## src/rtl/core/assert_macros.svh

```systemverilog
// Assertion macros shared by the deque RTL files.
`ifndef ASSERT_MACROS_SVH
`define ASSERT_MACROS_SVH
`ifndef SYNTHESIS
// Property must hold at every rising clock edge outside reset.
`define ASSERT_CLK(lbl, clk_s, rst_s, prop, msg) \
  lbl: assert property (@(posedge clk_s) disable iff (!rst_s) prop) else $error(msg);
// Expression must never be true at a rising clock edge outside reset.
`define ASSERT_NEVER(lbl, clk_s, rst_s, expr, msg) \
  lbl: assert property (@(posedge clk_s) disable iff (!rst_s) !(expr)) else $error(msg);
`else
`define ASSERT_CLK(lbl, clk_s, rst_s, prop, msg)
`define ASSERT_NEVER(lbl, clk_s, rst_s, expr, msg)
`endif
`endif

```

## src/rtl/core/adeq_pkg.sv

```systemverilog
// Package: sizes, operation and status codes, and controller commands for the deque.
package adeq_pkg;

  // Storage geometry
  localparam int DEPTH     = 8;
  localparam int WORD_BITS = 32;
  localparam int PTR_W     = $clog2(DEPTH);
  localparam int CNT_W     = $clog2(DEPTH + 1);

  // Port field widths
  localparam int KIND_W = 2;
  localparam int STAT_W = 2;
  localparam int DATA_W = 32;

  typedef logic [WORD_BITS-1:0] word_t;
  typedef logic [PTR_W-1:0]     ptr_t;
  typedef logic [CNT_W-1:0]     cnt_t;

  // Operation codes
  localparam logic [KIND_W-1:0] OP_INS_FRONT = 2'd0;
  localparam logic [KIND_W-1:0] OP_INS_REAR  = 2'd1;
  localparam logic [KIND_W-1:0] OP_REM_FRONT = 2'd2;
  localparam logic [KIND_W-1:0] OP_REM_REAR  = 2'd3;

  // Status codes
  localparam logic [STAT_W-1:0] ST_OK      = 2'd0;
  localparam logic [STAT_W-1:0] ST_FULL    = 2'd1;
  localparam logic [STAT_W-1:0] ST_REFUSED = 2'd2;
  localparam logic [STAT_W-1:0] ST_UNDER   = 2'd3;

  // Controller to datapath commands
  typedef struct packed {
    logic capture;  // latch the incoming operation
    logic exec;     // perform the operation, register the result
  } adeq_cmd_t;

endpackage

```

## src/rtl/core/adeq_ctrl.sv

```systemverilog
// Controller: sequences capture, execute and result strobe for each operation.
`include "assert_macros.svh"

module adeq_ctrl
  import adeq_pkg::*;
(
  input  logic      clk,
  input  logic      rst_n,
  input  logic      start,
  output logic      busy,
  output logic      out_valid,
  output adeq_cmd_t cmd
);

  localparam logic [1:0] S_IDLE = 2'd0;
  localparam logic [1:0] S_EXEC = 2'd1;
  localparam logic [1:0] S_RESP = 2'd2;

  logic [1:0] state_r;
  logic [1:0] state_nxt;

  // Next state
  always_comb begin
    state_nxt = state_r;
    unique case (state_r)
      S_IDLE: if (start) state_nxt = S_EXEC;
      S_EXEC: state_nxt = S_RESP;
      S_RESP: state_nxt = S_IDLE;
      default: state_nxt = S_IDLE;
    endcase
  end

  always_ff @(posedge clk) begin
    if (!rst_n) begin
      state_r <= S_IDLE;
    end else begin
      state_r <= state_nxt;
    end
  end

  // Outputs and commands
  assign busy        = (state_r != S_IDLE);
  assign out_valid   = (state_r == S_RESP);
  assign cmd.capture = (state_r == S_IDLE) && start;
  assign cmd.exec    = (state_r == S_EXEC);

  `ASSERT_CLK(a_accept_busy, clk, rst_n, start && !busy |=> busy && !out_valid,
              "accepted transfer did not raise busy")
  `ASSERT_CLK(a_strobe_single, clk, rst_n, out_valid |=> !out_valid,
              "result strobe longer than one cycle")
  `ASSERT_CLK(a_exec_then_resp, clk, rst_n, cmd.exec |=> out_valid,
              "execute not followed by result strobe")

endmodule

```

## src/rtl/core/adeq_dp.sv

```systemverilog
// Datapath: slot memory, front/end pointers and result registers.
`include "assert_macros.svh"

module adeq_dp
  import adeq_pkg::*;
(
  input  logic              clk,
  input  logic              rst_n,
  input  adeq_cmd_t         cmd,
  input  logic [KIND_W-1:0] in_kind,
  input  logic [DATA_W-1:0] in_entry_value,
  output logic [STAT_W-1:0] out_status,
  output logic [DATA_W-1:0] out_removed_value
);

  // Captured operation
  logic [KIND_W-1:0] kind_r;
  word_t             word_r;

  // Pointers: live slots are front_r .. end_r-1
  ptr_t front_r, front_nxt;
  cnt_t end_r, end_nxt;

  // Slot memory and registered read port
  word_t mem [DEPTH];
  word_t rd_data_r;
  logic  rd_ok_r;
  logic [STAT_W-1:0] status_r;

  logic              wr_en;
  ptr_t              wr_addr;
  ptr_t              rd_addr;
  logic              rd_ok;
  logic [STAT_W-1:0] status;
  logic              empty;
  cnt_t              front_ext;
  cnt_t              front_inc;
  cnt_t              end_dec;

  assign front_ext = {1'b0, front_r};
  assign front_inc = front_ext + 1'b1;
  assign end_dec   = end_r - 1'b1;
  assign empty     = (front_ext >= end_r);

  // Operation decode against current pointers
  always_comb begin
    wr_en     = 1'b0;
    wr_addr   = front_r;
    rd_addr   = front_r;
    rd_ok     = 1'b0;
    status    = ST_OK;
    front_nxt = front_r;
    end_nxt   = end_r;
    unique case (kind_r)
      OP_INS_FRONT: begin
        if (front_r != '0) begin
          wr_en     = 1'b1;
          wr_addr   = front_r - 1'b1;
          front_nxt = front_r - 1'b1;
        end else if (end_r == '0) begin
          wr_en   = 1'b1;
          wr_addr = '0;
          end_nxt = cnt_t'(1);
        end else begin
          status = ST_REFUSED;
        end
      end
      OP_INS_REAR: begin
        if (end_r == cnt_t'(DEPTH)) begin
          status = ST_FULL;
        end else begin
          wr_en   = 1'b1;
          wr_addr = end_r[PTR_W-1:0];
          end_nxt = end_r + 1'b1;
        end
      end
      OP_REM_FRONT: begin
        if (empty) begin
          status = ST_UNDER;
        end else begin
          rd_ok   = 1'b1;
          rd_addr = front_r;
          // last entry taken: both positions go home
          if (front_inc >= end_r) begin
            front_nxt = '0;
            end_nxt   = '0;
          end else begin
            front_nxt = front_inc[PTR_W-1:0];
          end
        end
      end
      OP_REM_REAR: begin
        if (empty) begin
          status = ST_UNDER;
        end else begin
          rd_ok   = 1'b1;
          rd_addr = end_dec[PTR_W-1:0];
          if (front_ext >= end_dec) begin
            front_nxt = '0;
            end_nxt   = '0;
          end else begin
            end_nxt = end_dec;
          end
        end
      end
      default: status = ST_OK;
    endcase
  end

  // Capture and result registers (payload, no reset)
  always_ff @(posedge clk) begin
    if (cmd.capture) begin
      kind_r <= in_kind;
      word_r <= word_t'(in_entry_value);
    end
    if (cmd.exec) begin
      status_r <= status;
    end
  end

  // Removal flag: cleared by reset so no stale word shows before the first result
  always_ff @(posedge clk) begin
    if (!rst_n) begin
      rd_ok_r <= 1'b0;
    end else if (cmd.exec) begin
      rd_ok_r <= rd_ok;
    end
  end

  // Slot memory: one write port, one registered read port
  always_ff @(posedge clk) begin
    if (cmd.exec && wr_en) begin
      mem[wr_addr] <= word_r;
    end
    if (cmd.exec) begin
      rd_data_r <= mem[rd_addr];
    end
  end

  // Pointer registers
  always_ff @(posedge clk) begin
    if (!rst_n) begin
      front_r <= '0;
      end_r   <= '0;
    end else if (cmd.exec) begin
      front_r <= front_nxt;
      end_r   <= end_nxt;
    end
  end

  assign out_status        = status_r;
  assign out_removed_value = rd_ok_r ? DATA_W'(rd_data_r) : '0;

  `ASSERT_NEVER(a_end_range, clk, rst_n, end_r > cnt_t'(DEPTH),
                "end position beyond storage")
  `ASSERT_CLK(a_ptr_order, clk, rst_n,
              (front_r == '0 && end_r == '0) || (front_ext < end_r),
              "empty deque with pointers not at home")
  `ASSERT_CLK(a_rear_insert, clk, rst_n,
              cmd.exec && kind_r == OP_INS_REAR && end_r != cnt_t'(DEPTH)
              |=> end_r == cnt_t'($past(end_r) + 1'b1),
              "rear insert did not advance end position")
  `ASSERT_NEVER(a_removed_ok, clk, rst_n, rd_ok_r && status_r != ST_OK,
                "removed word flagged on a failed operation")

endmodule

```

## src/rtl/core/array_double_ended_queue.sv

```systemverilog
// Top level: array-based double-ended queue, controller plus datapath.
//
//  channel  ports                                   handshake
//  -------  --------------------------------------  ---------------------------
//  input    in_kind, in_entry_value                 transfer on start && !busy
//  result   out_status, out_removed_value           transfer on out_valid
//
// Each operation passes through capture, execute (one memory write or one
// registered memory read plus pointer update) and result strobe; busy is high
// in execute and result strobe, so one operation must finish before the next.
// rst_n is synchronous, active low; it empties the deque (slot contents are
// not cleared). out_valid lasts one cycle and the receiver cannot stall it.
module array_double_ended_queue
  import adeq_pkg::*;
(
  input  logic              clk,
  input  logic              rst_n,
  input  logic              start,
  output logic              busy,
  input  logic [KIND_W-1:0] in_kind,
  input  logic [DATA_W-1:0] in_entry_value,
  output logic              out_valid,
  output logic [STAT_W-1:0] out_status,
  output logic [DATA_W-1:0] out_removed_value
);

  adeq_cmd_t cmd;

  // Operation sequencing
  adeq_ctrl u_ctrl (
    .clk       (clk),
    .rst_n     (rst_n),
    .start     (start),
    .busy      (busy),
    .out_valid (out_valid),
    .cmd       (cmd)
  );

  // Storage and pointers
  adeq_dp u_dp (
    .clk               (clk),
    .rst_n             (rst_n),
    .cmd               (cmd),
    .in_kind           (in_kind),
    .in_entry_value    (in_entry_value),
    .out_status        (out_status),
    .out_removed_value (out_removed_value)
  );

endmodule

```

## config.mk

```make
export PLATFORM = sky130hd
export DESIGN_NAME = array_double_ended_queue
export DESIGN_NICKNAME = d
export VERILOG_FILES = /design/src/rtl/core/adeq_pkg.sv /design/src/rtl/core/adeq_ctrl.sv /design/src/rtl/core/adeq_dp.sv /design/src/rtl/core/array_double_ended_queue.sv
export VERILOG_INCLUDE_DIRS = /design/src /design/src/rtl/core
export SDC_FILE = /design/constraint.sdc
export NUM_CORES = 1
export LEC_CHECK = 0
export BUFFER_PORTS_ARGS = -buffer_cell sky130_fd_sc_hd__buf_2
export CAP_MARGIN = 20
export CORE_MARGIN = 2
export CORE_UTILIZATION = 36
export DETAILED_ROUTE_END_ITERATION = 10
export RECOVER_POWER = 100
export SLEW_MARGIN = 20
export SYNTH_ARGS = -nofsm -noshare
export SYNTH_HDL_FRONTEND = slang
export SYNTH_SLANG_ARGS = --single-unit
```

## constraint.sdc

```tcl
create_clock -name clk -period 5.36 [get_ports clk]
set_clock_uncertainty 0.2 [all_clocks]
set_input_delay 1.072 -clock clk [delete_from_list [all_inputs] [get_ports clk]]
set_output_delay 1.072 -clock clk [all_outputs]
set_load 0.005 [all_outputs]
```

==> qor.json <==
{
  "die_area_um2": 39360,
  "dr_total_vias": 6758,
  "outcome": "finished with violations",
  "postRouteWirelength_mm": 26.67,
  "die_w_um": 198.4,
  "total_leakage_power_nw": 6.404,
  "final_critical_path_required_period_ps": 4324,
  "hold-path-cell-count": 2,
  "detail-route-antenna-nets": 0,
  "synthDistinctLibCells": 50,
  "post-dp-hpwl_mm": 15.25,
  "ctsResizeCount": 0,
  "areaGrowthSynthToFinish_pct": 14.83,
  "timing.fmax_mhz": 231.3,
  "critPathMaxFanout": 22,
  "fin_crit_sh_pct": 80.67,
  "dr.first_iter.drc_count": 422,
  "numCtsBuffers": 36,
  "synth_enable_flop_cells": 324,
  "cell_count_after_synthesis": 764,
  "worst_pin_slew_ps": 2201,
  "critical_path_class": "flip-flop to flip-flop",
  "portBuffers": 72,
  "cts.root.buffer_cell": "clkbuf_16",
  "synth-warning-count": 0,
  "count_of_final_max_slew_check_failures": 110,
  "overall_power_after_layout_mw": 5.565,
  "initial_antenna_violation_count": 1,
  "tritoncts_clock_tree": "done",
  "synth-seq-cells": 334,
  "synthesis.area_per_instance_um2": 17.81,
  "die_h_um": 198.4,
  "cts_hold_buf": 0,
  "hold_class": "flip-flop to flip-flop",
  "gp_routability_congestion": 0.8661,
  "remaining_drc_errors": 0,
  "synth-seq-area-share_pct": 72.99,
  "reg2reg_depth": 9,
  "drt-wirelength-per-cell_um": 19.11,
  "grt_first_pass_wirelength_mm": 40.49,
  "start_util_pct": 36.37,
  "required_ps": 5420,
  "yosys-top-cells-area": "edfxtp_1, mux2i_1, mux2_2",
  "top_flip_flop_cell_by_instance_count_after_synthesis": "edfxtp_1",
  "io-pin-count": 73,
  "grt_max_degree": 54,
  "post_cts_buffers": 0,
  "clk-insertion-delay-late_ps": 520,
  "fin_tns_setup_ps": 0,
  "synth.net_count": 817,
  "route.detailed.vias_per_inst": 4.841,
  "drt_pre_antenna_iters": 5,
  "synth-async-reset-ratio_pct": 0,
  "cts_num_sinks": 334,
  "antenna-diode-count": 0,
  "area_of_the_mapped_netlist_um2": 13600,
  "synthDominantCellAreaShare_pct": 71.52,
  "core_um2": 37400,
  "final_core_occ_pct": 41.77,
  "std_cell_rows": 71,
  "finalHoldViolCount": 0,
  "post-synth-top-area-cell": "edfxtp_1",
  "post_layout_nonfiller_instances": 1396,
  "layout-drive-gt1-share_pct": 16.72,
  "track_usage_pct": 13.63,
  "cp_data_arrival_time_ps": 4380,
  "timing.max_cap.violations": 5,
  "clk_pin_slew_worst_paths_ps": 60,
  "placedCellCount": 1337,
  "startpoint_types": "flip-flop",
  "power_density_nw_per_um2": 356.3,
  "violated_checks": "max-capacitance violations, max-slew violations",
  "cts.path.max_buffers": 3,
  "worst_slew_margin_pct": -47.51,
  "htreeDepth": 2,
  "grt_setup_unrepaired": "no",
  "first_global_vias": 6801,
  "fin_nets": 917,
  "timing.critical_path.to_type": "flip-flop",
  "globalRoute.totalOverflow": 0,
  "setup_viol_count_final": 0,
  "ir_drop_worst_case_vdd_mv": 0.1720
}
## final cells by class
class / count / area (um^2)
Timing Repair Buffer: 96 / 484.2
Multi-Input combinational cell: 385 / 3417
Inverter: 11 / 42.54
Clock inverter: 14 / 151.4
Sequential cell: 334 / 9930
Fill cell: 3362 / 21780
Clock buffer: 45 / 955.9
Tap cell: 511 / 639.4
## cell families (layout without fill, tap and decap cells)
family          Yosys count  after routing  synth area share, %
simple gates             94             94                3.836
xor+xnor                  3              3               0.1932
flops                   334            334                72.99
mux                     228            228                17.08
fa+ha+maj                16             16                1.472
buf+inv                  45            166                2.161
compound gates           44             44                2.263
## cell usage in the layout (no fill, tap or decap), drive strengths merged, types with 5 or more instances in the layout
master and n:
ha 16, mux2i 195, nand2b 9, clkbuf 80
buf 61, a21oi 10, dfxtp 10, nand2 14
nor3 5, and2 32, inv 12, clkinv 9
mux2 33, edfxtp 324, nor2 16, o21ai 9
## cell usage after synthesis, types with 3 or more instances
| library cell | number |
|---|---|
| xnor2_1 | 3 |
| and2_1 | 32 |
| nand2b_1 | 9 |
| mux2i_1 | 195 |
| nor4_1 | 3 |
| ha_1 | 16 |
| nor2_1 | 16 |
| nor2b_1 | 3 |
| nor3b_1 | 3 |
| buf_6 | 12 |
| nor3_1 | 5 |
| clkbuf_1 | 11 |
| edfxtp_1 | 324 |
| a31oi_1 | 3 |
| o21ai_0 | 8 |
| buf_4 | 6 |
| a21oi_1 | 10 |
| dfxtp_1 | 10 |
| clkbuf_4 | 3 |
| inv_1 | 10 |
| mux2_2 | 33 |
| nand2_1 | 14 |
## power by group
part / internal (mW) / switching, mW / total, mW
logic: 0.104 / 0.138 / 0.242
clock network: 1.40 / 0.945 / 2.35
registers: 2.93 / 0.0451 / 2.97
total: 4.44 / 1.13 / 5.57
## per-layer routing
layer  GRT usage [%]  wire (um)
met3           2.458       1138
met2           22.57      12630
met5               0          0
met4           3.370        478
met1           18.64      12430
## through the flow
stage          area, um^2  worst slack (ps)  hold slack (ps)
2_1_floorplan       13600             86.16            274.5
3_3_place_gp        14650              1689            242.2
3_5_place_dp        14650              1584            249.8
4_1_cts             15750              1571            257.2
5_1_grt             15620             825.7            287.3
6_report            15620              1036            253.7
## worst max-delay path: stages (launching register included)
cell	delay, ps
dfxtp_1	490
inv_1	170
ha_1	340
a21boi_0	400
o22ai_4	190
mux2i_1	1110
buf_4	530
mux2i_1	270
mux2i_1	90
mux2_2	260
## flip-flops by register name, summed over array words and instances (netlist names)
name             cells
u_dp.mem           256
u_dp.rd_data_r      32
u_dp.word_r         32
u_dp.end_r           4
u_dp.front_r         3
u_ctrl.state_r       2
u_dp.kind_r          2
u_dp.out_status      2
u_dp.rd_ok_r         1
## path summary, 6_finish.rpt
kind,start,to,slack [ps]
worst max register to register,u_dp.end_r[0]$_SDFFE_PN0P_,u_dp.rd_data_r[15]$_DFFE_PN_,1040
worst min register to register,u_dp.rd_ok_r$_SDFFE_PN0N_,u_dp.rd_ok_r$_SDFFE_PN0N_,250
worst min-delay path,u_dp.rd_ok_r$_SDFFE_PN0N_,u_dp.rd_ok_r$_SDFFE_PN0N_,250
worst max-delay path,u_dp.end_r[0]$_SDFFE_PN0P_,u_dp.rd_data_r[15]$_DFFE_PN_,1040
Note: power is estimated with default switching activity, not from simulation.
